**src/hdl/ltms_pkg.sv**
```systemverilog
// Shared types, constants and helper functions for the local truncated-mean smoother.
// Used by ltms_ctrl, ltms_datapath and local_truncated_mean_smoother; no dependencies.
package ltms_pkg;

  // Field widths
  localparam int unsigned R_W   = 16;
  localparam int unsigned Q_W   = 20;
  localparam int unsigned RAD_W = 12;

  // Window geometry
  localparam int unsigned MAX_HALF_WINDOW = 31;
  localparam int unsigned HW_W        = $clog2(MAX_HALF_WINDOW + 1);
  localparam int unsigned RING_DEPTH  = 2 * (MAX_HALF_WINDOW + 1);
  localparam int unsigned RING_AW     = $clog2(RING_DEPTH);
  localparam int unsigned RING_W      = R_W + Q_W;
  localparam int unsigned MAX_RESULTS = MAX_HALF_WINDOW + 1;
  localparam int unsigned NOUT_W      = $clog2(MAX_RESULTS + 1);
  localparam int unsigned CNT_W       = 16;

  // Arithmetic widths (set size is below RING_DEPTH)
  localparam int unsigned N_W    = RING_AW;
  localparam int unsigned SUM_W  = Q_W + N_W;
  localparam int unsigned SQ_W   = 2 * Q_W;
  localparam int unsigned SSQ_W  = SQ_W + N_W;
  localparam int unsigned VAR_W  = 2 * SUM_W;
  localparam int unsigned NN_W   = 2 * N_W;
  localparam int unsigned BIT_W  = $clog2(Q_W);
  localparam int unsigned DIV_STEPS = SUM_W;
  localparam int unsigned SEQ_W  = $clog2(DIV_STEPS);
  localparam int unsigned DRAIN_LAST = 2;

  localparam logic [RAD_W-1:0] RADIUS_RESET = RAD_W'(16);

  typedef struct packed {
    logic [R_W-1:0] residual_range;
    logic [Q_W-1:0] charge;
    logic           last_point;
  } ltms_in_t;

  typedef struct packed {
    logic [Q_W-1:0] smoothed_charge;
    logic           last_result;
  } ltms_out_t;

  typedef enum logic [1:0] {
    PASS_SUMS,
    PASS_RADIX,
    PASS_BAND
  } ltms_pass_e;

  typedef enum logic [3:0] {
    ST_IDLE,
    ST_CHECK,
    ST_RC,
    ST_SCAN,
    ST_DRAIN,
    ST_VAR0,
    ST_VAR1,
    ST_RSTEP,
    ST_DIVINIT,
    ST_DIV,
    ST_EMIT
  } ltms_state_e;

  typedef struct packed {
    logic               ring_wr;
    logic [RING_AW-1:0] wr_addr;
    logic               rd_en;
    logic [RING_AW-1:0] rd_addr;
    logic               scan;
    ltms_pass_e         pass;
    logic               rc_load;
    logic               var0;
    logic               var1;
    logic [BIT_W-1:0]   bit_idx;
    logic               radix_step;
    logic               div_init;
    logic               div_step;
    logic               out_load;
    logic               out_last;
    logic               use_median;
  } ltms_cmd_t;

  typedef struct packed {
    logic band_empty;
  } ltms_stat_t;

  // Half window: floor(radius*3/8), saturated
  function automatic logic [HW_W-1:0] half_window(input logic [RAD_W-1:0] radius);
    logic [RAD_W+1:0] t;
    logic [RAD_W+1:0] h;
    t = {2'b00, radius} + {1'b0, radius, 1'b0};
    h = t >> 3;
    if (h > (RAD_W+2)'(MAX_HALF_WINDOW)) begin
      return HW_W'(MAX_HALF_WINDOW);
    end
    return h[HW_W-1:0];
  endfunction

endpackage

```
**src/hdl/ltms_ctrl.sv**
```systemverilog
// Sequencer for the smoother: item intake, centre bookkeeping and per-centre pass control.
// Depends on ltms_pkg; drives ltms_datapath through an ltms_cmd_t command struct.
module ltms_ctrl (
  input  logic                          clk_i,
  input  logic                          rst_ni,
  input  logic                          in_valid_i,
  input  logic                          in_last_i,
  output logic                          in_ready_o,
  output logic                          out_valid_o,
  input  logic                          out_ready_i,
  input  logic [ltms_pkg::RAD_W-1:0]    radius_i,
  input  ltms_pkg::ltms_stat_t          stat_i,
  output ltms_pkg::ltms_cmd_t           cmd_o
);

  ltms_pkg::ltms_state_e state_q, state_d;
  ltms_pkg::ltms_pass_e  pass_q, pass_d;
  logic [ltms_pkg::CNT_W-1:0]   pr_q, pr_d;
  logic [ltms_pkg::CNT_W-1:0]   nc_q, nc_d;
  logic                         last_q, last_d;
  logic [ltms_pkg::NOUT_W-1:0]  nout_q, nout_d;
  logic [ltms_pkg::RING_AW-1:0] k_q, k_d;
  logic [ltms_pkg::RING_AW-1:0] span_q, span_d;
  logic [ltms_pkg::RING_AW-1:0] base_q, base_d;
  logic [ltms_pkg::BIT_W-1:0]   bit_q, bit_d;
  logic [ltms_pkg::SEQ_W-1:0]   cnt_q, cnt_d;
  logic                         res_last_q, res_last_d;
  logic                         out_valid_q, out_valid_d;

  logic [ltms_pkg::HW_W-1:0]  h;
  logic [ltms_pkg::CNT_W-1:0] pending;
  logic [ltms_pkg::CNT_W-1:0] above;
  logic [ltms_pkg::HW_W-1:0]  up;
  logic [ltms_pkg::HW_W-1:0]  dn;
  logic                       stop;

  // Window geometry of the next centre
  always_comb begin
    h       = ltms_pkg::half_window(radius_i);
    pending = pr_q - nc_q;
    above   = pr_q - ltms_pkg::CNT_W'(1) - nc_q;
    up      = (above < ltms_pkg::CNT_W'(h)) ? above[ltms_pkg::HW_W-1:0] : h;
    dn      = (nc_q < ltms_pkg::CNT_W'(h)) ? nc_q[ltms_pkg::HW_W-1:0] : h;
    stop    = (last_q ? (pending == '0) : (pending <= ltms_pkg::CNT_W'(h))) ||
              (nout_q == ltms_pkg::NOUT_W'(ltms_pkg::MAX_RESULTS));
  end

  // State and counter registers
  always_ff @(posedge clk_i or negedge rst_ni) begin
    if (!rst_ni) begin
      state_q     <= ltms_pkg::ST_IDLE;
      pass_q      <= ltms_pkg::PASS_SUMS;
      pr_q        <= '0;
      nc_q        <= '0;
      last_q      <= 1'b0;
      nout_q      <= '0;
      k_q         <= '0;
      span_q      <= '0;
      base_q      <= '0;
      bit_q       <= '0;
      cnt_q       <= '0;
      res_last_q  <= 1'b0;
      out_valid_q <= 1'b0;
    end else begin
      state_q     <= state_d;
      pass_q      <= pass_d;
      pr_q        <= pr_d;
      nc_q        <= nc_d;
      last_q      <= last_d;
      nout_q      <= nout_d;
      k_q         <= k_d;
      span_q      <= span_d;
      base_q      <= base_d;
      bit_q       <= bit_d;
      cnt_q       <= cnt_d;
      res_last_q  <= res_last_d;
      out_valid_q <= out_valid_d;
    end
  end

  // Next state and commands
  always_comb begin
    state_d    = state_q;
    pass_d     = pass_q;
    pr_d       = pr_q;
    nc_d       = nc_q;
    last_d     = last_q;
    nout_d     = nout_q;
    k_d        = k_q;
    span_d     = span_q;
    base_d     = base_q;
    bit_d      = bit_q;
    cnt_d      = cnt_q;
    res_last_d = res_last_q;
    in_ready_o = 1'b0;

    cmd_o            = '0;
    cmd_o.pass       = pass_q;
    cmd_o.bit_idx    = bit_q;
    cmd_o.wr_addr    = pr_q[ltms_pkg::RING_AW-1:0];
    cmd_o.rd_addr    = base_q + k_q;
    cmd_o.out_last   = res_last_q;
    cmd_o.use_median = stat_i.band_empty;

    case (state_q)
      ltms_pkg::ST_IDLE: begin
        in_ready_o = 1'b1;
        if (in_valid_i) begin
          cmd_o.ring_wr = 1'b1;
          pr_d    = pr_q + ltms_pkg::CNT_W'(1);
          last_d  = in_last_i;
          nout_d  = '0;
          state_d = ltms_pkg::ST_CHECK;
        end
      end
      ltms_pkg::ST_CHECK: begin
        if (stop) begin
          if (last_q) begin
            pr_d = '0;
            nc_d = '0;
          end
          state_d = ltms_pkg::ST_IDLE;
        end else begin
          // fetch the centre's range, latch window bounds
          cmd_o.rd_en   = 1'b1;
          cmd_o.rd_addr = nc_q[ltms_pkg::RING_AW-1:0];
          span_d = ltms_pkg::RING_AW'(dn) + ltms_pkg::RING_AW'(up) +
                   ltms_pkg::RING_AW'(1);
          base_d = nc_q[ltms_pkg::RING_AW-1:0] - ltms_pkg::RING_AW'(dn);
          res_last_d = last_q && (pending == ltms_pkg::CNT_W'(1));
          state_d = ltms_pkg::ST_RC;
        end
      end
      ltms_pkg::ST_RC: begin
        cmd_o.rc_load = 1'b1;
        pass_d  = ltms_pkg::PASS_SUMS;
        k_d     = '0;
        state_d = ltms_pkg::ST_SCAN;
      end
      ltms_pkg::ST_SCAN: begin
        cmd_o.rd_en = 1'b1;
        cmd_o.scan  = 1'b1;
        if (k_q == span_q - ltms_pkg::RING_AW'(1)) begin
          cnt_d   = '0;
          state_d = ltms_pkg::ST_DRAIN;
        end else begin
          k_d = k_q + ltms_pkg::RING_AW'(1);
        end
      end
      ltms_pkg::ST_DRAIN: begin
        // let the last reads pass the three datapath stages
        if (cnt_q == ltms_pkg::SEQ_W'(ltms_pkg::DRAIN_LAST)) begin
          case (pass_q)
            ltms_pkg::PASS_SUMS:  state_d = ltms_pkg::ST_VAR0;
            ltms_pkg::PASS_RADIX: state_d = ltms_pkg::ST_RSTEP;
            default:              state_d = ltms_pkg::ST_DIVINIT;
          endcase
        end else begin
          cnt_d = cnt_q + ltms_pkg::SEQ_W'(1);
        end
      end
      ltms_pkg::ST_VAR0: begin
        cmd_o.var0 = 1'b1;
        state_d = ltms_pkg::ST_VAR1;
      end
      ltms_pkg::ST_VAR1: begin
        cmd_o.var1 = 1'b1;
        pass_d  = ltms_pkg::PASS_RADIX;
        bit_d   = ltms_pkg::BIT_W'(ltms_pkg::Q_W - 1);
        k_d     = '0;
        state_d = ltms_pkg::ST_SCAN;
      end
      ltms_pkg::ST_RSTEP: begin
        cmd_o.radix_step = 1'b1;
        k_d     = '0;
        state_d = ltms_pkg::ST_SCAN;
        if (bit_q == '0) begin
          pass_d = ltms_pkg::PASS_BAND;
        end else begin
          bit_d = bit_q - ltms_pkg::BIT_W'(1);
        end
      end
      ltms_pkg::ST_DIVINIT: begin
        cmd_o.div_init = 1'b1;
        cnt_d   = '0;
        state_d = ltms_pkg::ST_DIV;
      end
      ltms_pkg::ST_DIV: begin
        cmd_o.div_step = 1'b1;
        if (cnt_q == ltms_pkg::SEQ_W'(ltms_pkg::DIV_STEPS - 1)) begin
          state_d = ltms_pkg::ST_EMIT;
        end else begin
          cnt_d = cnt_q + ltms_pkg::SEQ_W'(1);
        end
      end
      ltms_pkg::ST_EMIT: begin
        // load the output register once it is free
        if (!out_valid_q || out_ready_i) begin
          cmd_o.out_load = 1'b1;
          nc_d    = nc_q + ltms_pkg::CNT_W'(1);
          nout_d  = nout_q + ltms_pkg::NOUT_W'(1);
          state_d = ltms_pkg::ST_CHECK;
        end
      end
      default: begin
        state_d = ltms_pkg::ST_IDLE;
      end
    endcase

    out_valid_d = cmd_o.out_load || (out_valid_q && !out_ready_i);
  end

  assign out_valid_o = out_valid_q;

endmodule

```
**config.mk**
```make
export PLATFORM = sky130hd
export DESIGN_NAME = ltms_ctrl
export DESIGN_NICKNAME = d
export VERILOG_FILES = /design/src/hdl/ltms_pkg.sv /design/src/hdl/ltms_ctrl.sv
export SDC_FILE = /design/constraint.sdc
export NUM_CORES = 1
export LEC_CHECK = 0
export BUFFER_PORTS_ARGS = -buffer_cell sky130_fd_sc_hd__buf_2
export CAP_MARGIN = 20
export CORE_ASPECT_RATIO = 1.5
export CORE_MARGIN = 5
export CORE_UTILIZATION = 58
export CTS_BUF_LIST = sky130_fd_sc_hd__clkbuf_4
export CTS_CLUSTER_SIZE = 14
export DETAILED_ROUTE_END_ITERATION = 16
export PLACE_DENSITY = 0.8
export SLEW_MARGIN = 20
export SYNTH_ARGS = -nofsm -noshare
export SYNTH_HDL_FRONTEND = slang
export SYNTH_SLANG_ARGS = --single-unit
```
**constraint.sdc**
```tcl
create_clock -name clk_i -period 4.8 [get_ports clk_i]
set_input_delay 0.48 -clock clk_i [delete_from_list [all_inputs] [get_ports clk_i]]
set_output_delay 0.48 -clock clk_i [all_outputs]
set_load 0.02 [all_outputs]
```
==> results.ini <==
[timing]
period_share_pct = 98.6
setup_viol = 0
drv_slew = 0
hold_viol_final = 0
max-slew-margin-rel_pct = 36.7
fmax_mhz = 211
tightest_slew_ps = 949
rsz0062_at_grt = true
period_needed_ps = 4730
clock_skew_ps = 31.5
tns_ps = 0

[worst_setup_path]
critPathSlowestCell = a2111o_1
crit_family = simple AND/OR/NAND/NOR gates
crit_type = reg -> reg
cpPeakStageDelay_ps = 540
r2r_slack_ps = 70
r2r_end = nc_q[13]
reg2reg_from = pr_q[0]
critPathRequiredTime_ps = 5140
cp_max_fo = 7
cp_cell_sequence = inv_1, ha_2, inv_2, fa_2, a21o_1, a21oi_2, xnor2_2, or4b_4, o31ai_2, or4b_4, buf_4, a21o_1, a2111o_1, nor4_1, mux2_2
arrival_ps = 5070
startpoint_type = register
cp-end-kind = register
critical_path_buf_inv_count = 3
reg2regPathDepth = 15

[synth]
synth_async_sr_flop_share_pct = 100
synthMuxAreaShare_pct = 1.49
synth-simple-area-share_pct = 24.0
synthXorXnorAreaFrac_pct = 8.16
ys_ff_latch = 75
ys_dominant_reg_cell = dfrtp_1
synth-compound-area-share_pct = 22.8
synth-edff-count = 0
synth_nets = 1023
synth_fa_ha_area_share_pct = 11.2
netlist_instances = 943
synth.cell_area_um2 = 7300
synth.distinct_cells = 82
synth_top_family_by_area = simple AND/OR/NAND/NOR gates
postSynthAreaPerCell_um2 = 7.74
ys_seq_area_share_pct = 25.7
yosys_warnings = 0

[final_layout]
mostFrequentLayoutCells = nand2_1 (95), buf_4 (94), nor2_1 (86), dfrtp_1 (71), a21oi_1 (64)
final_core_util_pct = 71.4
instances_no_fill = 1215
drive_gt1_share_pct = 23.5
syn_to_final_growth_pct = 21.2
final_nets = 1133
mostFrequentLayoutCell = nand2_1

[placement]
gp_congestion = 1.04
numPortBuffers = 48
hpwl_mm = 16.5
dp_cells = 1182

[power_and_ir_drop]
p_seq_share_pct = 51.3
power_density_nw_per_um2 = 139
p_sw_w = 0.000354
swShare_pct = 28.7
power_frac_comb_pct = 14.4
leakage_nw = 3.82
vdd_drop_max_v = 0.000127
power_w = 0.00123
clkPwrFrac_pct = 34.3
intPower_w = 0.000879

[floorplan]
core_area_um2 = 12400
die_w_um = 102
fp-row-count = 50
die_area_um2 = 15000
initial_core_util_pct = 58.9
die_h_um = 147
io-pin-count = 51

[cts]
clk_transition_reported_paths_ps = 160
max-clock-path-buffers = 2
clkSinkCount = 75
root_buffer = clkbuf_4
h-tree-depth = 3
postCtsHoldBufs = 0
cts_made_buffers = 9
insertion_delay_ps = 460
cts_tree = done

[grt]
antenna_found_initial = 1
gr-total-overflow = 0
first_global_vias = 7425
grt_pass1_wl_mm = 34.8
grt_start_max_net_pins = 76
track_usage_pct = 28.6

[routing]
post_drt_wl_per_cell_um = 17.9
drt-total-wl_mm = 21.7
postRouteAntennaNets = 0
num_vias = 7599
drtIter0Drc = 580
drc_errors = 0
drt_first_pass_iters = 5
via_per_inst = 6.25

[run]
drv_cap = 0

[hold_path]
hold_path_class = in -> async

[status]
status = complete, no violations

[logic make-up after synthesis]
kind of cell | after synthesis
simple gates | 354
compound gates | 262
buf+inv | 110
flops | 75
xor+xnor | 68
fa+ha+maj | 64
mux | 10
[cell type report]
type,count,area [um^2]
inverter,66,258
clock inverter,6,71.3
antenna,1,2.50
clock buffer,10,75.1
sequential,75,1880
tap,156,195
timing repair buffer,143,972
multi-input combinational,758,5390
fill,1014,3540
[cells in the mapped netlist, types with 4 or more instances]
cell       count  area, um^2
nand2_1       97         364
nor2_1        89         334
dfrtp_1       75        1880
a21oi_1       74         370
o21ai_0       66         330
inv_1         63         236
ha_1          59         738
xnor2_1       43         377
nand3_1       38         190
nor3_1        32         160
xor2_1        25         219
clkbuf_1      24        90.1
nand4_1       17         106
o211ai_1      15         113
a21o_1        14         105
a211oi_1      13        97.6
buf_4         12        90.1
nand2b_1      12        75.1
nor4_1        11        68.8
or3_1         11        68.8
o21a_1         9        67.6
a31oi_1        8        50.1
and3_1         8        50.1
o31ai_1        8        60.1
mux2_2         7        78.8
nor2b_1        6        37.5
o2111ai_1      5        43.8
o22ai_1        5        31.3
a2111oi_0      4        35.0
and2_1         4        25.0
buf_2          4        20.0
[worst max-delay path by stage]
| stage | start | endpoint | slack [ps] | depth (start not counted) |
|---|---|---|---|---|
| 2_1_floorplan | radius_i[9] | span_q[5] | -160 | 23 |
| 4_1_cts | nc_q[12] | cmd_o[22] | -40 | 14 |
| 3_5_place_dp | radius_i[2] | span_q[5] | -220 | 24 |
| 5_1_grt | nc_q[13] | cmd_o[22] | -30 | 14 |
| 6_report | pr_q[0] | nc_q[13] | 70 | 15 |
| 3_3_place_gp | radius_i[8] | span_q[5] | -160 | 23 |
[layer usage]
layer | vias to the layer above | global-route usage [%] | wire length (um)
li1 | 3621 | - | -
met1 | 3594 | 31.2 | 8120
met2 | 276 | 51.3 | 11300
met3 | 108 | 3.35 | 855
met4 | 0 | 17.8 | 1450
met5 | - | 0 | 0
[what timing repair did]
item	4_1_cts	5_1_grt
endpoints found under the hold margin	0	0
gates resized for setup	22	34
pin swaps	5	15
buffers inserted	4	11
endpoints found under the setup margin	9	15
[metrics by stage]
step,hold WS (ps),setup WS [ps],cell area (um^2)
2_1_floorplan,184,-157,7550
3_3_place_gp,465,-159,8320
3_5_place_dp,474,-219,8320
4_1_cts,180,-43.2,8590
5_1_grt,227,-25.3,8840
6_report,152,68.1,8840
[flip-flops by register name, summed over array words and instances, names as in the netlist]
| register | count |
|---|---|
| pass_q | 2 |
| span_q | 6 |
| k_q | 6 |
| res_last_q | 1 |
| last_q | 1 |
| cnt_q | 5 |
| pr_q | 16 |
| nout_q | 6 |
| nc_q | 16 |
| base_q | 6 |
| state_q | 4 |
| bit_q | 5 |
| out_valid_o | 1 |
[power by group through the flow]
| stage | registers [W] | clock network, W | logic [W] |
|---|---|---|---|
| after floorplan | 0.000644 | 0 | 0.000108 |
| after global placement | 0.000644 | 0 | 0.000169 |
| after detailed placement | 0.000644 | 0 | 0.000172 |
| after CTS | 0.000632 | 0.000429 | 0.000173 |
| after global routing | 0.000632 | 0.000452 | 0.000196 |
| final | 0.000632 | 0.000423 | 0.000177 |
(Power assumes the default switching activity.)
